## src/hw/rtl/btn_pkg.sv

```systemverilog
// Shared constants, register codes and record types for the bilinear neighborhood core.
`timescale 1ns / 1ps
package btn_pkg;
	localparam int TILES_X     = 8;
	localparam int TILES_Y     = 8;
	localparam int MAX_OUT_DIM = 4096;
	localparam int MAX_IN_DIM  = 4096;

	localparam int COORD_W  = 12;
	localparam int DIM_W    = 13;
	localparam int IDX_W    = 24;
	localparam int WT_W     = 17;
	localparam int MISS_W   = 3;
	localparam int FRAC_W   = 16;
	localparam int STEP_W   = 32;
	localparam int PROD_W   = COORD_W + STEP_W;
	localparam int CX_W     = PROD_W + 3;
	localparam int POS_W    = 32;
	localparam int LOG2_W   = 4;
	localparam int MASK_W   = 64;
	localparam int TBIT_W   = 6;
	localparam int NBR      = 4;
	localparam int QDEPTH   = 4;
	localparam int QPTR_W   = 2;
	localparam int HALF_Q16 = 32768;
	localparam logic [WT_W-1:0] ONE_Q16 = 17'd65536;

	localparam int APB_DATA_W = 64;
	localparam int APB_ADDR_W = 6;
	localparam int REG_IDX_W  = 3;
	localparam logic [REG_IDX_W-1:0] REG_MODE      = 3'd0;
	localparam logic [REG_IDX_W-1:0] REG_ORIGIN_X  = 3'd1;
	localparam logic [REG_IDX_W-1:0] REG_ORIGIN_Y  = 3'd2;
	localparam logic [REG_IDX_W-1:0] REG_STEP      = 3'd3;
	localparam logic [REG_IDX_W-1:0] REG_IN_WIDTH  = 3'd4;
	localparam logic [REG_IDX_W-1:0] REG_IN_HEIGHT = 3'd5;
	localparam logic [REG_IDX_W-1:0] REG_TILE_LOG2 = 3'd6;
	localparam logic [REG_IDX_W-1:0] REG_PRESENT   = 3'd7;

	typedef struct packed {
		logic                     mode;
		logic signed [POS_W-1:0]  origin_x;
		logic signed [POS_W-1:0]  origin_y;
		logic [STEP_W-1:0]        step;
		logic [DIM_W-1:0]         w_eff;
		logic [DIM_W-1:0]         h_eff;
		logic [LOG2_W-1:0]        tile_log2;
		logic [MASK_W-1:0]        present;
	} cfg_t;

	typedef struct packed {
		logic [COORD_W-1:0]            col;
		logic [COORD_W-1:0]            row;
		logic [NBR-1:0]                pres;
		logic [NBR-1:0][IDX_W-1:0]     idx;
		logic [NBR-1:0][WT_W-1:0]      wt;
		logic [MISS_W-1:0]             missing;
	} rec_t;
endpackage

```

## src/hw/rtl/btn_queue.sv

```systemverilog
// Short record queue between the front pipeline and the result sequencer.
`timescale 1ns / 1ps
module btn_queue import btn_pkg::*; (
	input  logic clk,
	input  logic arst_n,
	input  logic push,
	input  rec_t push_rec,
	output logic full,
	input  logic pop,
	output rec_t head,
	output logic empty
);
	rec_t              mem [QDEPTH];
	logic [QPTR_W-1:0] wptr_q, rptr_q;
	logic [QPTR_W:0]   cnt_q;

	assign full  = (cnt_q == (QPTR_W+1)'(QDEPTH));
	assign empty = (cnt_q == '0);
	assign head  = mem[rptr_q];

	always_ff @(posedge clk) begin
		if (push) begin
			mem[wptr_q] <= push_rec;
		end
	end

	always_ff @(posedge clk or negedge arst_n) begin
		if (!arst_n) begin
			wptr_q <= '0;
			rptr_q <= '0;
			cnt_q  <= '0;
		end else begin
			if (push) begin
				wptr_q <= wptr_q + 1'b1;
			end
			if (pop) begin
				rptr_q <= rptr_q + 1'b1;
			end
			if (push && !pop) begin
				cnt_q <= cnt_q + 1'b1;
			end else if (pop && !push) begin
				cnt_q <= cnt_q - 1'b1;
			end
		end
	end

	a_no_overflow: assert property (@(posedge clk) disable iff (!arst_n)
		cnt_q <= (QPTR_W+1)'(QDEPTH)) else $error("queue count beyond depth");
	a_push_room: assert property (@(posedge clk) disable iff (!arst_n)
		push |-> !full) else $error("push into full queue");
	a_pop_data: assert property (@(posedge clk) disable iff (!arst_n)
		pop |-> !empty) else $error("pop from empty queue");
	a_cnt_up: assert property (@(posedge clk) disable iff (!arst_n)
		push && !pop |=> cnt_q == $past(cnt_q) + 1'b1) else $error("count did not advance");
endmodule

```

## config.mk

```make
export PLATFORM = sky130hd
export DESIGN_NAME = btn_queue
export DESIGN_NICKNAME = d
export VERILOG_FILES = /design/src/hw/rtl/btn_pkg.sv /design/src/hw/rtl/btn_queue.sv
export SDC_FILE = /design/constraint.sdc
export NUM_CORES = 1
export LEC_CHECK = 0
export ABC_AREA = 1
export BUFFER_PORTS_ARGS = -buffer_cell sky130_fd_sc_hd__buf_2
export CAP_MARGIN = 20
export CELL_PAD_IN_SITES_DETAIL_PLACEMENT = 1
export CELL_PAD_IN_SITES_GLOBAL_PLACEMENT = 2
export CORE_MARGIN = 2
export CORE_UTILIZATION = 42
export CTS_BUF_LIST = sky130_fd_sc_hd__clkbuf_8
export DETAILED_ROUTE_END_ITERATION = 12
export PLACE_DENSITY_LB_ADDON = 0.1
export SYNTH_ARGS = -nofsm -noshare
export SYNTH_HDL_FRONTEND = slang
export SYNTH_SLANG_ARGS = --single-unit
```

## constraint.sdc

```tcl
create_clock -name clk -period 6.8 [get_ports clk]
set_input_delay 1.02 -clock clk [delete_from_list [all_inputs] [get_ports clk]]
set_output_delay 1.02 -clock clk [all_outputs]
set_load 0.02 [all_outputs]
```

# Word level (Yosys, flattened, before mapping)
# Memories as Yosys holds them, arrays and structs flattened.
# Index checks and enable logic that the tools add are counted.
word_totals:
  register_bits: 7
  latch_bits: 0
  ramBits: 780
  rom_bits: 0
  input_bits: 199
  out_inout_bits: 197
  elab_cells: 19
  mem_count: 1
mem_list:
  columns: ["memory", "words", "width", "rd", "rd_clocked_by_memory_dff", "wr", "line_no", "text"]
  rows:
  - ["mem", 4, 195, 1, 0, 1, "btn_queue.sv:13", "rec_t mem [QDEPTH];"]
classes:
  add_sub_neg: 4
  n_mul: 0
  n_div: 0
  magnitude_cmp: 0
  n_eq_ne: 1
  shift: 0
  muxes: 4
  bitwise_logic: 0
  n_reduce_logical: 6
ops:
  columns: ["cell", "count"]
  rows:
  - ["$mux W3", 2]
  - ["$add A2 B1 Y2 const B", 2]
  - ["$add A3 B1 Y3 const B", 1]
  - ["$eq A3 B3 Y1 const B", 1]
  - ["$logic_not A3 Y1", 1]
  - ["$sub A3 B1 Y3 const B", 1]
  - ["$logic_and A1 B1 Y1", 2]
  - ["$logic_not A1 Y1", 2]
  - ["$mux W1", 2]
  - ["$reduce_bool A2 Y1", 1]

# Longest topological paths before layout
logic_depth:
  word_depth: 4
  ltp_mapped: 9
  depth_no_buf: 9

# Worst setup path before layout
# OpenSTA, ideal clock, no wires.
synth_timing:
  path_kind: "input -> register"
  from: "input port push"
  to: "memory mem[0][0] (netlist name), enable pin"
  setup_time_ns: 0.548
  arrival_ns: 5.087
  required_time_ns: 6.252
  setup_slack_ns: 1.166
  stages: 3
  path_buffers: 1
  cell_sequence: "clkbuf_1 -> nand2_1 -> inv_1"
synth_via:
  elab_chain_len: 2
synth_lines:
  columns: ["item", "line_no", "text"]
  rows:
  - ["start: declaration", "btn_queue.sv:6", "input logic push,"]
  - ["$mux W1", "btn_queue.sv:22", "if (push) begin"]
  - ["$mux W1 (implied by the code)", "btn_queue.sv:23", "mem[wptr_q] <= push_rec;"]
  - ["end: declaration", "btn_queue.sv:13", null]
# Every way passes these cells.

==> results.yml <==
global_route:
  use_met3_pct: 5.47
  use_met1_pct: 22.8
  grt_pass1_wl_mm: 118
  grtUsageMet2_pct: 35.8
  grt_pass1_vias: 20300
  grt_max_degree: 165
  track_usage_pct: 20.2
  top_usage_layer: "met2"
  antenna_found_initial: 28
  globalRouteOverflowTotal: 0
floorplan:
  fp.dieH_microns: 279
  coreArea_sq_um: 74600
  die_x_microns: 279
  row_count: 100
  top_level_ports: 396
  die-area_sq_um: 77600
  initial_core_util_pct: 42.5
yosys:
  synth_edf_count: 780
  yosysSeqAreaShare_pct: 74.5
  yosysWarningCount: 0
  synth-seq-cells: 787
  synth_cell_types: 20
  avgSynthCellArea_sq_um: 13.6
  syn_area_sq_um: 31700
  synth_cells: 2323
  synth_nets: 2528
  synthArstFlopShare_pct: 0.889
  ys.flop_type: "edfxtp_1"
routing:
  postRouteAntennaNets: 0
  wire_per_inst_microns: 20.5
  initialDrtViolationCount: 967
  drc: 0
  dr.pass1.iters: 4
  vias_per_cell: 4.97
  via_count: 19000
  wl_mm: 78.2
worst_setup_path:
  crit_arrival_ns: 3.34
  setup.worst_path.end_class: "output pin"
  worstSetupPathType: "reg2out"
  critPathMaxFanout: 109
  rr_startpoint: "wptr_q[1]"
  r2r_end: "mem[1][97]"
  r2r_cells: 5
  r2r_slack_ns: 4.07
  critPathLaunchType: "flop"
  worstPathRequired_ns: 5.78
clock_network:
  clk_path_buf_depth: 3
  cts_setup_buffers: 0
  insertion_delay_ns: 0.76
  cts.sinks: 787
  clkTransAtPathRegs_ns: 0.05
  ctsHoldBuffers: 0
  numCtsBuffers: 134
  h-tree-depth: 4
  cts_tree: "built"
  cts_root_buffer: "clkbuf_8"
  post_cts_resized: 0
timing:
  rsz0062_at_grt: "false"
  slew_headroom_pct: 29.3
  skew_ns: 0.0324
  fin_setup_tns_ns: 0
  min_period_ns: 4.36
  finalSetupViolCount: 0
  whs_ns: 0.0922
  worst_pin_slew_ns: 1.06
  fmax_ghz: 0.229
  finalCritPeriodShare_pct: 64.1
  maxSlewViolCount: 0
  hold_viol_final: 0
placement:
  hpwl_mm: 47.7
  gp_congestion: 0.827
  dp.cells: 3573
  io_buffer_count: 395
power:
  powerDensity_nw_per_um2: 455
  leakage_nw: 14.6
  ir_worst_vdd_v: 0.000275
  p_total_w: 0.0165
layout:
  final_cells: 3812
  final_nets: 2945
  drive_gt1_share_pct: 20.2
  area_growth_pct: 14.4
flow_run:
  cap_violations: 0
hold_path:
  hp-class: "in2async"
status:
  status: "complete, no violations"
## per-stage QoR
stage	setup WS (ns)	cell area, sq um	util (%)
after floorplan	1.17	31700	-
after global placement	3.17	33900	45.4
after detailed placement	3.14	33900	45.4
after CTS	2.31	36200	48.5
after global routing	2.16	36200	48.6
final	2.44	36200	48.6
## Yosys cell counts, types with 3 or more instances
| cell type | n | share of area [%] |
|---|---|---|
| buf_6 | 63 | 2.2 |
| nand2_1 | 598 | 7.1 |
| dfrtp_1 | 7 | 0.55 |
| ha_1 | 5 | 0.20 |
| inv_1 | 401 | 4.8 |
| clkbuf_8 | 19 | 0.83 |
| o211ai_1 | 389 | 9.2 |
| buf_2 | 32 | 0.51 |
| edfxtp_1 | 780 | 74 |
| clkbuf_1 | 5 | 0.059 |
| buf_4 | 12 | 0.28 |
| xor2_1 | 3 | 0.083 |
## worst max path at each step
stage / start / endpoint / slack (ns) / depth (start not counted)
6_report: rptr_q[1] / head[172] / 2.44 / 5
5_1_grt: rptr_q[1] / head[128] / 2.16 / 5
4_1_cts: rptr_q[1] / head[153] / 2.31 / 5
3_5_place_dp: rptr_q[1] / head[153] / 3.14 / 5
3_3_place_gp: rptr_q[1] / head[172] / 3.17 / 5
2_1_floorplan: push / mem[0][0] / 1.17 / 3
## power by group
part	total, W	switching (W)	internal, W	leakage [nW]
combinational	0.00601	0.00437	0.00165	5.94
sequential	0.00669	0.000340	0.00635	7.25
clock	0.00378	0.00186	0.00192	1.37
## cells in the final DEF (no fill, tap or decap), types with 7 or more instances in the layout
| cell type | n |
|---|---|
| o211ai_1 | 389 |
| clkinv_1 | 25 |
| nand2_1 | 598 |
| inv_1 | 447 |
| buf_2 | 395 |
| inv_8 | 7 |
| buf_4 | 12 |
| clkbuf_8 | 138 |
| edfxtp_1 | 780 |
| diode_2 | 11 |
## worst max-delay path, stage by stage, from the launching register on
cell      delay, ns
dfrtp_4        0.79
inv_8          0.68
buf_4          0.51
o211ai_1       0.16
nand2_1        0.11
buf_2          0.17
## registers in the layout, indices dropped and copies added (netlist names)
name,cells
cnt_q,3
wptr_q,2
rptr_q,2
mem,780
## cell type report
type | instances | area (sq um)
Tap cell | 969 | 1210
Multi-Input combinational cell | 1003 | 5320
Timing Repair Buffer | 412 | 2170
Inverter | 402 | 1550
Clock buffer | 138 | 1900
Fill cell | 7734 | 38300
Sequential cell | 787 | 23600
Clock inverter | 90 | 444
Antenna cell | 11 | 27.5
## per-layer routing
metal  wire length (microns)  vias up
met1                   29800     9373
met4                    2700       22
met5                     147        -
met2                   41000      416
met3                    4550      170
li1                        -     8971
## cell families (layout without fill, tap and decap cells)
logic type | Yosys count | after routing | synth area share [%]
AOI/OAI and AO/OA | 391 | 391 | 9.28
DFF | 787 | 787 | 74.5
buffers and inverters | 533 | 1042 | 8.69
and+or+nand+nor | 602 | 602 | 7.15
adders and majority gates | 6 | 6 | 0.261
other | 0 | 11 | 0
xor gates and xnor gates | 4 | 4 | 0.111
Power figures use the tool's default switching activity.
