## config.mk

```make
export PLATFORM = sky130hd
export DESIGN_NAME = btn_cfg
export DESIGN_NICKNAME = d
export VERILOG_FILES = /design/src/hw/rtl/btn_pkg.sv /design/src/hw/rtl/btn_cfg.sv
export SDC_FILE = /design/constraint.sdc
export NUM_CORES = 1
export LEC_CHECK = 0
export BUFFER_PORTS_ARGS = -buffer_cell sky130_fd_sc_hd__buf_2
export CAP_MARGIN = 25
export CORE_UTILIZATION = 50
export CTS_CLUSTER_DIAMETER = 60
export DETAILED_ROUTE_END_ITERATION = 12
export PLACE_DENSITY = 0.8
export SLEW_MARGIN = 0
export SYNTH_ARGS = -nofsm -noshare
export SYNTH_HDL_FRONTEND = slang
export SYNTH_SLANG_ARGS = --single-unit
```

## constraint.sdc

```tcl
create_clock -name clk -period 1.4 [get_ports clk]
set_clock_uncertainty 0.1 [all_clocks]
set_input_delay 0 -clock clk [delete_from_list [all_inputs] [get_ports clk]]
set_output_delay 0 -clock clk [all_outputs]
set_load 0.005 [all_outputs]
```

## src/hw/rtl/btn_pkg.sv

```systemverilog
// Shared constants, register codes and record types for the bilinear neighborhood core.
`timescale 1ns / 1ps
package btn_pkg;
	localparam int TILES_X     = 8;
	localparam int TILES_Y     = 8;
	localparam int MAX_OUT_DIM = 4096;
	localparam int MAX_IN_DIM  = 4096;

	localparam int COORD_W  = 12;
	localparam int DIM_W    = 13;
	localparam int IDX_W    = 24;
	localparam int WT_W     = 17;
	localparam int MISS_W   = 3;
	localparam int FRAC_W   = 16;
	localparam int STEP_W   = 32;
	localparam int PROD_W   = COORD_W + STEP_W;
	localparam int CX_W     = PROD_W + 3;
	localparam int POS_W    = 32;
	localparam int LOG2_W   = 4;
	localparam int MASK_W   = 64;
	localparam int TBIT_W   = 6;
	localparam int NBR      = 4;
	localparam int QDEPTH   = 4;
	localparam int QPTR_W   = 2;
	localparam int HALF_Q16 = 32768;
	localparam logic [WT_W-1:0] ONE_Q16 = 17'd65536;

	localparam int APB_DATA_W = 64;
	localparam int APB_ADDR_W = 6;
	localparam int REG_IDX_W  = 3;
	localparam logic [REG_IDX_W-1:0] REG_MODE      = 3'd0;
	localparam logic [REG_IDX_W-1:0] REG_ORIGIN_X  = 3'd1;
	localparam logic [REG_IDX_W-1:0] REG_ORIGIN_Y  = 3'd2;
	localparam logic [REG_IDX_W-1:0] REG_STEP      = 3'd3;
	localparam logic [REG_IDX_W-1:0] REG_IN_WIDTH  = 3'd4;
	localparam logic [REG_IDX_W-1:0] REG_IN_HEIGHT = 3'd5;
	localparam logic [REG_IDX_W-1:0] REG_TILE_LOG2 = 3'd6;
	localparam logic [REG_IDX_W-1:0] REG_PRESENT   = 3'd7;

	typedef struct packed {
		logic                     mode;
		logic signed [POS_W-1:0]  origin_x;
		logic signed [POS_W-1:0]  origin_y;
		logic [STEP_W-1:0]        step;
		logic [DIM_W-1:0]         w_eff;
		logic [DIM_W-1:0]         h_eff;
		logic [LOG2_W-1:0]        tile_log2;
		logic [MASK_W-1:0]        present;
	} cfg_t;

	typedef struct packed {
		logic [COORD_W-1:0]            col;
		logic [COORD_W-1:0]            row;
		logic [NBR-1:0]                pres;
		logic [NBR-1:0][IDX_W-1:0]     idx;
		logic [NBR-1:0][WT_W-1:0]      wt;
		logic [MISS_W-1:0]             missing;
	} rec_t;
endpackage

```

## src/hw/rtl/btn_cfg.sv

```systemverilog
// APB register file holding the grid, image and tile configuration.
`timescale 1ns / 1ps
module btn_cfg import btn_pkg::*; (
	input  logic                  clk,
	input  logic                  arst_n,
	input  logic                  psel,
	input  logic                  penable,
	input  logic                  pwrite,
	input  logic [APB_ADDR_W-1:0] paddr,
	input  logic [APB_DATA_W-1:0] pwdata,
	output logic [APB_DATA_W-1:0] prdata,
	output logic                  pready,
	output cfg_t                  cfg
);
	logic                    mode_q;
	logic signed [POS_W-1:0] origin_x_q;
	logic signed [POS_W-1:0] origin_y_q;
	logic [STEP_W-1:0]       step_q;
	logic [DIM_W-1:0]        in_width_q;
	logic [DIM_W-1:0]        in_height_q;
	logic [LOG2_W-1:0]       tile_log2_q;
	logic [MASK_W-1:0]       present_q;
	logic [REG_IDX_W-1:0]    reg_idx;
	logic                    wr_en;

	assign pready  = 1'b1;
	assign reg_idx = paddr[APB_ADDR_W-1:3];
	assign wr_en   = psel && penable && pwrite;

	always_ff @(posedge clk or negedge arst_n) begin
		if (!arst_n) begin
			mode_q      <= 1'b0;
			origin_x_q  <= '0;
			origin_y_q  <= '0;
			step_q      <= 32'd65536;
			in_width_q  <= DIM_W'(MAX_IN_DIM);
			in_height_q <= DIM_W'(MAX_IN_DIM);
			tile_log2_q <= 4'd6;
			present_q   <= '1;
		end else if (wr_en) begin
			unique case (reg_idx)
				REG_MODE:      mode_q      <= pwdata[0];
				REG_ORIGIN_X:  origin_x_q  <= signed'(pwdata[POS_W-1:0]);
				REG_ORIGIN_Y:  origin_y_q  <= signed'(pwdata[POS_W-1:0]);
				REG_STEP:      step_q      <= pwdata[STEP_W-1:0];
				REG_IN_WIDTH:  in_width_q  <= pwdata[DIM_W-1:0];
				REG_IN_HEIGHT: in_height_q <= pwdata[DIM_W-1:0];
				REG_TILE_LOG2: tile_log2_q <= pwdata[LOG2_W-1:0];
				REG_PRESENT:   present_q   <= pwdata[MASK_W-1:0];
				default: ;
			endcase
		end
	end

	always_comb begin
		unique case (reg_idx)
			REG_MODE:      prdata = APB_DATA_W'(mode_q);
			REG_ORIGIN_X:  prdata = APB_DATA_W'(unsigned'(origin_x_q));
			REG_ORIGIN_Y:  prdata = APB_DATA_W'(unsigned'(origin_y_q));
			REG_STEP:      prdata = APB_DATA_W'(step_q);
			REG_IN_WIDTH:  prdata = APB_DATA_W'(in_width_q);
			REG_IN_HEIGHT: prdata = APB_DATA_W'(in_height_q);
			REG_TILE_LOG2: prdata = APB_DATA_W'(tile_log2_q);
			REG_PRESENT:   prdata = APB_DATA_W'(present_q);
			default:       prdata = '0;
		endcase
	end

	// clamp image size to the largest supported dimension
	always_comb begin
		cfg.mode      = mode_q;
		cfg.origin_x  = origin_x_q;
		cfg.origin_y  = origin_y_q;
		cfg.step      = step_q;
		cfg.w_eff     = (in_width_q > DIM_W'(MAX_IN_DIM)) ? DIM_W'(MAX_IN_DIM) : in_width_q;
		cfg.h_eff     = (in_height_q > DIM_W'(MAX_IN_DIM)) ? DIM_W'(MAX_IN_DIM) : in_height_q;
		cfg.tile_log2 = tile_log2_q;
		cfg.present   = present_q;
	end
endmodule

```

Word-level counts from Yosys, hierarchy flattened:

Index checks and enable logic that the tools add are counted.
W data, S select, Z words.

* register bits after elaboration: 191
* logic and storage cells: 31
* input bits: 75
* output and inout port bits: 256

* multiplexer cells: 3
* order comparisons: 2
* equal/unequal tests: 7
* reduce and logical (&&, ||, !) cells: 11

Operators by type and width (count)
* $pmux W64 S8: 1
* $gt A13 B13 Y1 const B: 2
* $mux W13: 2
* $reduce_and A2 Y1: 8
* $eq A3 B3 Y1 const B: 4
* $eq A3 B2 Y1 const B: 2
* $eq A3 B1 Y1 const B: 1
* $logic_not A3 Y1: 1
* $logic_and A1 B1 Y1: 2

Logic depth before layout (Yosys ltp):

* depth after elaboration: 3
* depth in mapped cells: 6

Worst setup path before layout:

Ideal clock, no wire load.

* kind: input -> register
* from: input port paddr[5]
* to: register origin_x_q[10]
* arrival time: 1078 ps
* library setup time: 125 ps
* slack: 97 ps
* cell stages on the path: 5
* path through: buf_2 or2_1 nor2_4 buf_6 mux2_2

* word-level cells in the longest chain between the ends: 2

RTL lines
* start: declaration: RTL line btn_cfg.sv:9 `input logic [APB_ADDR_W-1:0] paddr,`
* $eq A3 B1 Y1: RTL line btn_cfg.sv:41 `unique case (reg_idx)`
* $reduce_and A2 Y1 (no line)
* end signal: assignment: RTL line btn_cfg.sv:43 `REG_ORIGIN_X: origin_x_q <= signed'(pwdata[POS_W-1:0]);`
* end: declaration: RTL line btn_cfg.sv:16 `logic signed [POS_W-1:0] origin_x_q;`

No other way between the ends.
A chain may end at the register's enable or synchronous reset.

Worst setup path after layout:

* from: register origin_x_q[0]
* to: output port prdata[0]

* word-level cells in the longest chain between the ends: 1

RTL lines
* $pmux W64 S8: RTL line btn_cfg.sv:56 `unique case (reg_idx)`
* end: declaration: RTL line btn_cfg.sv:11 `output logic [APB_DATA_W-1:0] prdata,`

No other way between the ends.

==> results.md <==
* Status: complete, but fails checks
* Failing checks: negative setup slack
* Min cycle time layout at 1.81 ns
* CTS Buffer Depth at 2
* CTS tree: done
* Most frequent cells in the layout: buf_2, mux2_2, dfrtp_1, buf_4, dfstp_2
* Asr flop ratio synth at 1.00
* Number of global-route vias before repair at 7441
* Crit path kind: register to output pin
* Hold depth at 4
* GRT Util Overall at 0.290
* Skew-Pair Late Insertion Delay at 0.43 ns
* Port Buffer Count at 326
* Sink of the worst hold path: mode_q$_DFFE_PN0P_
* Max VDD drop at 0.000872 V
* R2R Path Start: step_q[0]$_DFFE_PN0P_
* PwrDens at 1350 nW/µm²
* Tightest Pin Transition at 0.897 ns
* Final worst setup slack at -0.409 ns
* Worst setup EP type: output pin
* Worst setup path start: origin_x_q[0]$_DFFE_PN0P_
* Syn Area/Cell at 13.8 µm²
* GR Overflow Total at 0
* Tcrit/Tclk final at 1.29
* Worst Path Required at 1.30 ns
* Post-Synthesis Cell Area at 8990 µm²
* Wirelength, routed at 27000 µm
* Synth top area share at 0.339
* Most common cell after layout, fill and taps aside: buf_2
* Hold path startpoint: penable
* Reg clk slew, reported paths at 0.07 ns
* Routed via count at 7408
* # clock sinks at 191
* Worst Reg2Reg Path Length in Cells at 3
* Fillers at 1095
* Combinational Power Share at 0.260
* Clock Root Buffer: clkbuf_16
* Seq cells post-synth at 191
* Fmax at 0.553 GHz
* Total power draw at 17.4 mW
* Crit Reg-Reg Endpoint: step_q[0]$_DFFE_PN0P_
* Yosys warning count at 0
* Max cap viols at 0
* Cell taking the most area after synthesis: dfrtp_1
* H-tree levels at 4
* Drt initial violations at 404
* Register area share after synthesis at 0.541
* Rel. slew slack at 0.402
* Hold_ws at 0.0620 ns
* Detailed-route DRC error count at 0
* Dpl cell area at 11100 µm²
* Final core occ at 0.740
* NetSw at 4.97 mW
* Final setup vio count at 40
* Final Hold Vio Count at 0
* Worst reg-to-reg setup slack at 0.26 ns
* Nets@finish at 1187
* Placed cell count at 1209
* Critical Path AT at 1.71 ns
* Layout cell share with drive strength beyond 1 at 0.649
* Post-synth cell types at 35
* Layout area overhead at 43.3%
* Vias per Instance at 5.48
* EDFF count, synth at 0
* # IOs at 331
* Chip height at 136 µm
* Reg area at 4870 µm²
* Drt pass-1 iters at 5
* Final slew viol count at 0
* Initial Utilization at 0.516
* Area of the multi-input gates at 3890 µm²
* Die W at 136 µm
* Unrepaired setup endpoints after global routing: yes
* Core area at 17400 µm²
* Row count at 48
* Seq pwr share at 0.447
* Routed Antenna Nets at 0
* Routability cong. at 0.839
* CTS buffer count at 17
* Finished Cell Area at 12900 µm²
* Clock power share at 0.293
* LEAKAGE at 6.46 nW
* First-pass GRT wire length at 40500 µm
* Initial antenna violation count at 1
* Gate Count Post-Synth at 652
* Non-Filler Instances at 1351
* Hold/Removal Path Class: primary input to register
* Crit-path max FO at 2
* Int Pwr at 12.4 mW
* HPWL after DPL at 17500 µm
* Full die area at 18500 µm²
* Largest net degree at the start of global routing at 61
* Routed length per instance at 20.0 µm
* Syn nets at 727
* Top FF cell, synth: dfrtp_1
* CP Launch Type: register
* Synth top area cells: dfrtp_1, mux2_2, dfstp_2
* Sw Share at 0.286
==> cells by family after synthesis <==
family	after synthesis	share of synthesized area
muxes	237	0.297
and+or+nand+nor	129	0.0835
buffers and inverters	49	0.0377
other	1	0.000417
AOI/OAI and AO/OA	45	0.0406
DFF	191	0.541
==> cells in the mapped netlist (2+ instances only) <==
master / count
buf_2: 10
a31oi_1: 2
nor2b_1: 27
mux2_1: 18
nor2_4: 5
mux2i_1: 35
nand3_1: 5
o21ai_0: 6
o221ai_1: 19
mux4_2: 4
dfstp_2: 69
a22oi_1: 2
a221oi_1: 9
clkbuf_1: 11
nand2_1: 42
dfrtp_1: 122
buf_4: 16
mux2_2: 180
nand2b_1: 2
or2_2: 2
buf_6: 11
nor2_1: 7
a221o_1: 4
and2_1: 33
==> area by class of cell <==
type                    count  area share
repair buffers            489       0.250
flip-flops and latches    191       0.377
multi-input cells         412       0.302
well taps                 225      0.0218
clock buffers              18      0.0341
diodes                      1    0.000194
clock inverters            14      0.0141
inverters                   1    0.000291
==> what timing repair did <==
item / in CTS / in global routing
resized for setup: 17 / 16
hold buffers: 66 / 0
setup buffers: 25 / 19
pin swaps: 3 / 3
endpoints found under the hold margin: 374 / 0
endpoints found under the setup margin: 41 / 69
==> through the flow <==
step / setup TNS (ns) / worst slack (ns)
3_5_place_dp: -3.13 / -0.0740
6_report: -3.39 / -0.409
2_1_floorplan: 0 / 0.0972
4_1_cts: -7.91 / -0.391
5_1_grt: -5.31 / -0.443
3_3_place_gp: -2.77 / -0.0753
==> per-layer routing <==
layer | up-vias | part of all wire | GRT usage
met1 | 3779 | 0.40 | 0.350
met3 | 41 | 0.060 | 0.0541
met2 | 335 | 0.52 | 0.510
li1 | 3253 | - | -
met4 | 0 | 0.021 | 0.109
met5 | - | 0 | 0
==> worst max-delay path by stage <==
stage                                       endpoint  slack, ns  cells past startpoint
after detailed placement  origin_y_q[12]$_DFFE_PN0P_      -0.07                      5
after CTS                                  prdata[0]      -0.39                      3
after global routing                       prdata[0]      -0.44                      3
final                                      prdata[0]      -0.41                      3
after floorplan           origin_x_q[10]$_DFFE_PN0P_        0.1                      5
after global placement     in_width_q[5]$_DFFE_PN0P_      -0.08                      6
==> flip-flops by register name, indices dropped and copies added (netlist names) <==
name and cells:
tile_log2_q 4, present_q 64, step_q 32, origin_y_q 32, in_height_q 13, in_width_q 13
mode_q 1, origin_x_q 32
==> power by group through the flow <==
stage | logic, mW | clock network, mW | registers [mW]
floorplan | 1.71 | 0 | 7.73
global placement | 3.67 | 0 | 7.81
detailed placement | 3.79 | 0 | 7.84
CTS | 4.27 | 5.17 | 7.73
global route | 4.88 | 5.42 | 7.90
finish | 4.53 | 5.11 | 7.78
==> critical path, cell delays in order, from the launching register on <==
cell and delay, ns:
dfrtp_1 0.40, mux4_2 0.47, mux2_4 0.29, buf_6 0.12
(Power assumes the default switching activity.)
