`src/hw/rtl/btn_pkg.sv`:
```
// Shared constants, register codes and record types for the bilinear neighborhood core.
`timescale 1ns / 1ps
package btn_pkg;
	localparam int TILES_X     = 8;
	localparam int TILES_Y     = 8;
	localparam int MAX_OUT_DIM = 4096;
	localparam int MAX_IN_DIM  = 4096;

	localparam int COORD_W  = 12;
	localparam int DIM_W    = 13;
	localparam int IDX_W    = 24;
	localparam int WT_W     = 17;
	localparam int MISS_W   = 3;
	localparam int FRAC_W   = 16;
	localparam int STEP_W   = 32;
	localparam int PROD_W   = COORD_W + STEP_W;
	localparam int CX_W     = PROD_W + 3;
	localparam int POS_W    = 32;
	localparam int LOG2_W   = 4;
	localparam int MASK_W   = 64;
	localparam int TBIT_W   = 6;
	localparam int NBR      = 4;
	localparam int QDEPTH   = 4;
	localparam int QPTR_W   = 2;
	localparam int HALF_Q16 = 32768;
	localparam logic [WT_W-1:0] ONE_Q16 = 17'd65536;

	localparam int APB_DATA_W = 64;
	localparam int APB_ADDR_W = 6;
	localparam int REG_IDX_W  = 3;
	localparam logic [REG_IDX_W-1:0] REG_MODE      = 3'd0;
	localparam logic [REG_IDX_W-1:0] REG_ORIGIN_X  = 3'd1;
	localparam logic [REG_IDX_W-1:0] REG_ORIGIN_Y  = 3'd2;
	localparam logic [REG_IDX_W-1:0] REG_STEP      = 3'd3;
	localparam logic [REG_IDX_W-1:0] REG_IN_WIDTH  = 3'd4;
	localparam logic [REG_IDX_W-1:0] REG_IN_HEIGHT = 3'd5;
	localparam logic [REG_IDX_W-1:0] REG_TILE_LOG2 = 3'd6;
	localparam logic [REG_IDX_W-1:0] REG_PRESENT   = 3'd7;

	typedef struct packed {
		logic                     mode;
		logic signed [POS_W-1:0]  origin_x;
		logic signed [POS_W-1:0]  origin_y;
		logic [STEP_W-1:0]        step;
		logic [DIM_W-1:0]         w_eff;
		logic [DIM_W-1:0]         h_eff;
		logic [LOG2_W-1:0]        tile_log2;
		logic [MASK_W-1:0]        present;
	} cfg_t;

	typedef struct packed {
		logic [COORD_W-1:0]            col;
		logic [COORD_W-1:0]            row;
		logic [NBR-1:0]                pres;
		logic [NBR-1:0][IDX_W-1:0]     idx;
		logic [NBR-1:0][WT_W-1:0]      wt;
		logic [MISS_W-1:0]             missing;
	} rec_t;
endpackage

```
`src/hw/rtl/btn_chan_if.sv`:
```


interface btn_out_if import btn_pkg::*; ();
	logic               valid;
	logic               ready;
	logic [COORD_W-1:0] col_echo;
	logic [COORD_W-1:0] row_echo;
	logic               sample_valid;
	logic [IDX_W-1:0]   src_index;
	logic [WT_W-1:0]    weight;
	logic [MISS_W-1:0]  missing_count;
	logic               last;

	modport source (output valid, output col_echo, output row_echo, output sample_valid,
		output src_index, output weight, output missing_count, output last, input ready);
	modport sink (input valid, input col_echo, input row_echo, input sample_valid,
		input src_index, input weight, input missing_count, input last, output ready);
endinterface

```
`src/hw/rtl/btn_back.sv`:
```
// Result sequencer: one present head neighbor per cycle while output is ready.
`timescale 1ns / 1ps
module btn_back import btn_pkg::*; (
	input  logic clk,
	input  logic arst_n,
	input  rec_t head,
	input  logic empty,
	output logic pop,
	btn_out_if.source out_ch
);
	logic [NBR-1:0]   done_q;
	logic [NBR-1:0]   rem_c, pick_m;
	logic [1:0]       pick_i;
	logic             emit, last_c;

	logic               ov_q;
	logic [COORD_W-1:0] col_q, row_q;
	logic               sv_q;
	logic [IDX_W-1:0]   idx_q;
	logic [WT_W-1:0]    wt_q;
	logic [MISS_W-1:0]  miss_q;
	logic               last_q;

	// lowest remaining present neighbor goes first
	always_comb begin
		rem_c  = head.pres & ~done_q;
		pick_i = '0;
		for (int n = NBR - 1; n >= 0; n--) begin
			if (rem_c[n]) begin
				pick_i = 2'(n);
			end
		end
		pick_m = NBR'(1) << pick_i;
		if (rem_c == '0) begin
			pick_m = '0;
		end
		last_c = ((rem_c & ~pick_m) == '0);
	end

	assign emit = !empty && (!ov_q || out_ch.ready);
	assign pop  = emit && last_c;

	always_ff @(posedge clk or negedge arst_n) begin
		if (!arst_n) begin
			ov_q   <= 1'b0;
			done_q <= '0;
		end else begin
			if (emit) begin
				ov_q   <= 1'b1;
				done_q <= last_c ? '0 : (done_q | pick_m);
			end else if (out_ch.ready) begin
				ov_q <= 1'b0;
			end
		end
	end

	always_ff @(posedge clk) begin
		if (emit) begin
			col_q  <= head.col;
			row_q  <= head.row;
			sv_q   <= (rem_c != '0);
			idx_q  <= (rem_c != '0) ? head.idx[pick_i] : '0;
			wt_q   <= (rem_c != '0) ? head.wt[pick_i] : '0;
			miss_q <= head.missing;
			last_q <= last_c;
		end
	end

	assign out_ch.valid         = ov_q;
	assign out_ch.col_echo      = col_q;
	assign out_ch.row_echo      = row_q;
	assign out_ch.sample_valid  = sv_q;
	assign out_ch.src_index     = idx_q;
	assign out_ch.weight        = wt_q;
	assign out_ch.missing_count = miss_q;
	assign out_ch.last          = last_q;

	a_empty_is_last: assert property (@(posedge clk) disable iff (!arst_n)
		ov_q && !sv_q |-> last_q) else $error("empty result not marked last");
	a_empty_zero: assert property (@(posedge clk) disable iff (!arst_n)
		ov_q && !sv_q |-> idx_q == '0 && wt_q == '0) else $error("empty result carries data");
	a_miss_range: assert property (@(posedge clk) disable iff (!arst_n)
		ov_q |-> miss_q <= MISS_W'(NBR)) else $error("missing count out of range");
	a_done_clear: assert property (@(posedge clk) disable iff (!arst_n)
		pop |=> done_q == '0) else $error("neighbor mask not cleared after last");
endmodule

```
`src/flat_wrapper.sv`:
```
// flat-port wrapper written by rule: the top's interface ports become plain ports
module btn_back_flat import btn_pkg::*;
  (clk, arst_n, head, empty, pop, out_ch_valid, out_ch_col_echo, out_ch_row_echo, out_ch_sample_valid, out_ch_src_index, out_ch_weight, out_ch_missing_count, out_ch_last, out_ch_ready);
  btn_out_if out_ch_i ();
  input  logic clk;
  input  logic arst_n;
  input  rec_t head;
  input  logic empty;
  output logic pop;
  output wire logic [$bits(out_ch_i.valid)-1:0] out_ch_valid;
  output wire logic [$bits(out_ch_i.col_echo)-1:0] out_ch_col_echo;
  output wire logic [$bits(out_ch_i.row_echo)-1:0] out_ch_row_echo;
  output wire logic [$bits(out_ch_i.sample_valid)-1:0] out_ch_sample_valid;
  output wire logic [$bits(out_ch_i.src_index)-1:0] out_ch_src_index;
  output wire logic [$bits(out_ch_i.weight)-1:0] out_ch_weight;
  output wire logic [$bits(out_ch_i.missing_count)-1:0] out_ch_missing_count;
  output wire logic [$bits(out_ch_i.last)-1:0] out_ch_last;
  input wire logic [$bits(out_ch_i.ready)-1:0] out_ch_ready;
  assign out_ch_valid = out_ch_i.valid;
  assign out_ch_col_echo = out_ch_i.col_echo;
  assign out_ch_row_echo = out_ch_i.row_echo;
  assign out_ch_sample_valid = out_ch_i.sample_valid;
  assign out_ch_src_index = out_ch_i.src_index;
  assign out_ch_weight = out_ch_i.weight;
  assign out_ch_missing_count = out_ch_i.missing_count;
  assign out_ch_last = out_ch_i.last;
  assign out_ch_i.ready = out_ch_ready;
  btn_back u_core (.clk(clk), .arst_n(arst_n), .head(head), .empty(empty), .pop(pop), .out_ch(out_ch_i));
endmodule
```
`config.mk`:
```
export PLATFORM = sky130hd
export DESIGN_NAME = btn_back_flat
export DESIGN_NICKNAME = d
export VERILOG_FILES = /design/src/hw/rtl/btn_pkg.sv /design/src/hw/rtl/btn_chan_if.sv /design/src/hw/rtl/btn_back.sv /design/src/flat_wrapper.sv
export SDC_FILE = /design/constraint.sdc
export NUM_CORES = 1
export LEC_CHECK = 0
export ABC_AREA = 1
export BUFFER_PORTS_ARGS = -buffer_cell sky130_fd_sc_hd__buf_2
export CORE_AREA = 2 2 105 107
export DETAILED_ROUTE_END_ITERATION = 6
export DIE_AREA = 0 0 107 109
export PLACE_DENSITY = 0.82
export SETUP_SLACK_MARGIN = 0.5
export SYNTH_ARGS = -nofsm -noshare
export SYNTH_HDL_FRONTEND = slang
export SYNTH_SLANG_ARGS = --single-unit
```
`constraint.sdc`:
```
create_clock -name clk -period 7.1 [get_ports clk]
set_clock_uncertainty 0.1 [all_clocks]
set_input_delay 1.42 -clock clk [delete_from_list [all_inputs] [get_ports clk]]
set_output_delay 1.42 -clock clk [all_outputs]
set_load 0.01 [all_outputs]
```
; Yosys cells after proc, flatten, opt, wreduce, memory -nomap -nowiden
; Cells that the tools add are included.
[classes]
order_cmp = 1
n_shift = 1
n_mux = 12
bitwise_logic = 5
reduce_logical = 9
[op_table]
columns = op, count
row1 = 24-bit binary-select mux with 2-bit select, 1
row2 = 17-bit binary-select mux with 2-bit select, 1
row3 = 24-bit two-way mux, 1
row4 = 17-bit two-way mux, 1
row5 = 4-bit bitwise AND, 2
row6 = 4-bit logical NOT, 2
row7 = 2-bit two-way mux, 4
row8 = 4-bit two-way mux, 2
row9 = 4-bit NOT, 2
row10 = 4-bit OR, 1
row11 = 4-bit nonzero test, 1
row12 = "1-bit by 2-bit left shift with 4-bit output, first input constant", 1
row13 = "2-bit by 3-bit less-than comparator with 1-bit output, second input constant", 1
row14 = 1-bit logical AND, 2
row15 = 1-bit logical NOT, 2
row16 = 1-bit two-way mux, 2
row17 = 2-bit nonzero test, 1
row18 = 1-bit logical OR, 1
[totals]
register_bits = 75
inputBits = 199
output_inout_bits = 72
elab_cells = 37

; Depth between registers and ports, before layout
[depth]
word_depth = 12
ltp_mapped = 9
mapped_depth_nobuf = 9

; Least setup slack after synthesis
; Ideal clock, no wire load.
[synth_timing]
path_type = input to output
start = in out_ch_ready
end = out pop
t_arrival_ns = 3.408
t_required_ns = 5.580
slack_ns = 2.172
cell_stages = 6
path_buffers = 0
path_cell_list = inv_1 nand2_1 nand2_1 inv_1 nand2_1 inv_1
[synth_between]
elab_chain_len = 3
[synth_lines]
columns = item, line_no
row1 = start: declaration, flat_wrapper.sv:18  ; input wire logic [$bits(out_ch_i.ready)-1:0] out_ch_ready;
row2 = 1-bit logical OR, btn_back.sv:40  ; assign emit = !empty && (!ov_q || out_ch.ready);
row3 = 1-bit logical AND, btn_back.sv:40
row4 = via u_core.emit, btn_back.sv:14  ; logic emit, last_c;
row5 = 1-bit logical AND, btn_back.sv:41  ; assign pop = emit && last_c;
row6 = end: declaration, flat_wrapper.sv:9  ; output logic pop;
; The timed path passes the listed nets, and every way through them passes these cells.

; Worst setup path in the final report
[layout_timing]
start = in head[167] in the netlist's numbering
end = out pop
[layout_between]
elab_chain_len = 8
elab_cells_between_ends = 9
classes_between = 1 x shift / 2 x mux / 3 x bitwise / 3 x reduce/logical
[layout_lines]
columns = item, line_no
row1 = start: declaration, flat_wrapper.sv:7  ; input rec_t head;
row2 = 4-bit bitwise AND (*), btn_back.sv:26  ; rem_c = head.pres & ~done_q;
row3 = 2-bit two-way mux, btn_back.sv:29  ; if (rem_c[n]) begin
row4 = 1-bit by 2-bit left shift with 4-bit output, btn_back.sv:33  ; pick_m = NBR'(1) << pick_i;
row5 = 4-bit two-way mux, btn_back.sv:34  ; if (rem_c == '0) begin
row6 = 4-bit NOT, btn_back.sv:37  ; last_c = ((rem_c & ~pick_m) == '0);
row7 = 4-bit bitwise AND (*), btn_back.sv:37
row8 = 4-bit logical NOT (*), btn_back.sv:37
row9 = via u_core.last_c, btn_back.sv:14
row10 = 1-bit logical AND (*), btn_back.sv:41
; Mark *: on every way through the listed nets, which the timed path passes. The rest lies on a longest branch.

==> run_results.csv <==
group,metric,value,unit
synth,ys.flop_type,"edfxtp_1",
sta,min_period_over_period,0.616,
sta,min_period,4370,ps
floorplanning,core_area,10600,µm²
synth,avgSynthCellArea,7.67,µm²
job,cap_viol_max_count,0,
critical_path,cp.arrival,2850,ps
floorplanning,placement_rows,38,
pwr,power.density,271,nW/µm²
clock_network,post_cts_buffers,0,
synth,synth.top_cells.by_count,"nand3_1 (206), inv_1 (174), edfxtp_1 (70), nand2_1 (51), a21oi_1 (41)",
pwr,p_sw,613,µW
placed_design,dpl_cell_area,6020,µm²
cells_and_area,design_area,6290,µm²
pwr,pwr-share-clk,0.259,
floorplanning,io_pins,271,
floorplanning,dieArea,11700,µm²
sta,final_hold_viol_count,0,
critical_path,r2r_start,"u_core.done_q[0]",
clock_network,tritoncts,"yes",
sta,rsz0062_at_grt,"no",
floorplanning,start_util,0.442,
synth,synth_adder_area_share,0,
synth,synth_most_common_cell,"nand3_1",
clock_network,ctsHoldBuffers,0,
pwr,p_leak,0.00353,µW
run_status,status,"completed",
synth,synth_top_area_share,0.449,
critical_path,path_class,"input pin to output port",
placed_design,post-dp-hpwl,9660,µm
placed_design,globalplace.congestion,0.865,
hold_path,hp-start,"u_core.out_ch.valid",
synth,synth_top_family_by_area,"simple AND/OR/NAND/NOR gates",
cells_and_area,layout.nets,1054,
placed_design,port_buffers,270,
synth,ys_seq_elements,75,
route,drt_first_iter_violations,433,
global_routing,antenna_found_initial,0,
pwr,seqPwrFrac,0.356,
sta,max_freq,229,MHz
clock_network,root_buffer,"clkbuf_8",
critical_path,r2r_end,"u_core.out_ch.weight[10]",
pwr,p_comb_frac,0.385,
critical_path,start_kind,"input pin",
clock_network,cts_resized,0,
synth,yosysSeqAreaShare,0.475,
sta,setup_violations,0,
sta,slew_violations,0,
route,drc_errors,0,
floorplanning,die_w,107,µm
critical_path,r2r_slack,3930,ps
global_routing,grt_usage,0.235,
clock_network,clkLatencyLatePin,350,ps
sta,worstMarginPinSlew,1100,ps
cells_and_area,drive_gt1_frac,0.353,
clock_network,cts_buffers,9,
synth,ys_top_cells_by_area,"edfxtp_1 (45%), nand3_1 (22%), inv_1 (14%)",
synth,synth-async-reset-ratio,0.0667,
pwr,finalPower,1700,µW
critical_path,worstPathMaxFanout,46,
clock_network,htreeDepth,3,
synth,synth_compound_area_frac,0.0510,
route,num_vias,5034,
pwr,swShare,0.360,
cells_and_area,n_antenna_cell,0,
route,totalWireLength,14200,µm
synth,yosys-mux-area-fraction,0,
critical_path,worstSetupEndpoint,"pop",
pwr,irDropWorstVdd,0.131,mV
sta,slew_headroom,0.265,
route,ant_nets,0,
synth,yosysWarningCount,0,
pwr,p_int,1090,µW
synth,synth_area_leader_cell,"edfxtp_1",
critical_path,end_kind,"output port",
sta,fin_setup_tns,0,ps
hold_path,hold_class,"flip-flop to flip-flop",
global_routing,grt_pass1_vias,4497,
cells_and_area,syn_to_final_growth,34.2,%
synth,synth_simple_gate_area_frac,0.276,
route,drtPass1Iterations,5,
synth,netlist_instances,611,
critical_path,cp.required,5580,ps
synth,syn-num-nets,810,
global_routing,grt_remaining_overflow,0,
route,viasPerCell,5.03,
critical_path,crit_start,"head[167]",
cells_and_area,final_util,0.593,
global_routing,grt_first_pass_wirelength,21400,µm
clock_network,clk_path_buf_depth,2,
synth,synth.distinct_cells,20,
synth,synth_xor_area_frac,0,
global_routing,grt_max_degree,84,
critical_path,r2r.worst_path.cells,8,
clock_network,clock_sinks,75,
floorplanning,fp.dieH,109,µm
clock_network,cts.clk_slew.worst_paths,80,ps
synth,syn_area,4690,µm²
route,post_drt_wl_per_cell,14.2,µm
synth,synth_edf_count,70,
kinds of logic after synthesis:
family | count (synthesis)
and+or+nand+nor | 269
buffers and inverters | 220
DFF | 75
AOI/OAI and AO/OA | 47
layout make-up:
type / instances / area [µm²]
Fill cell: 978 / 4320
Sequential cell: 75 / 2230
Multi-Input combinational cell: 316 / 1560
Timing Repair Buffer: 275 / 1390
Inverter: 178 / 668
Tap cell: 140 / 175
Clock inverter: 6 / 136
Clock buffer: 10 / 128
registers in the layout, indices dropped and copies added, names as in the netlist:
| signal | count |
|---|---|
| u_core.out_ch.last | 1 |
| u_core.out_ch.valid | 1 |
| u_core.out_ch.src_index | 24 |
| u_core.out_ch.col_echo | 12 |
| u_core.out_ch.row_echo | 12 |
| u_core.done_q | 4 |
| u_core.out_ch.missing_count | 3 |
| u_core.out_ch.sample_valid | 1 |
| u_core.out_ch.weight | 17 |
power groups by stage:
stage | combinational (µW) | clock (µW) | sequential (µW)
final | 656 | 442 | 607
after global routing | 730 | 465 | 612
after CTS | 656 | 446 | 607
after detailed placement | 655 | 0 | 617
after global placement | 640 | 0 | 615
after floorplan | 424 | 0 | 650
routing by layer:
layer / GRT usage / routed length [µm]
met1: 0.279 / 5370
met4: 0.0928 / 282
met3: 0.0484 / 1370
met2: 0.419 / 7140
met5: 0 / 0
how the worst min path moves through the flow:
stage | to | slack, ps | depth (start not counted)
6_report | u_core.out_ch.valid | 400 | 2
4_1_cts | u_core.out_ch.valid | 410 | 2
3_3_place_gp | u_core.out_ch.valid | 380 | 2
3_5_place_dp | u_core.out_ch.valid | 390 | 2
5_1_grt | u_core.done_q[3] | 440 | 2
2_1_floorplan | u_core.done_q[3] | 380 | 2
metrics by stage:
stage | instances | setup slack (ps) | hold slack [ps]
6_report | 1000 | 2730 | 401
5_1_grt | 1000 | 2590 | 442
4_1_cts | 1000 | 2730 | 408
3_5_place_dp | 984 | 2720 | 387
3_3_place_gp | 984 | 2820 | 377
2_1_floorplan | 611 | 2170 | 377
worst max-delay path: stages:
cell     delay, ps
buf_2          120
nand2_4        430
nand2_2        200
inv_2          110
o21ai_0         80
o21ai_1        140
nand2_1        120
inv_1           90
buf_2          130
cell usage in the layout, fill, tap and decap left out, types with 4 or more instances in the layout:
master	count
buf_2	270
nand3_1	205
inv_1	173
edfxtp_1	70
nand2_1	50
a21oi_1	41
clkbuf_8	9
inv_2	5
nand2_2	5
buf_4	5
dfrtp_1	5
bufinv_16	4
Power figures use the tool's default switching activity.
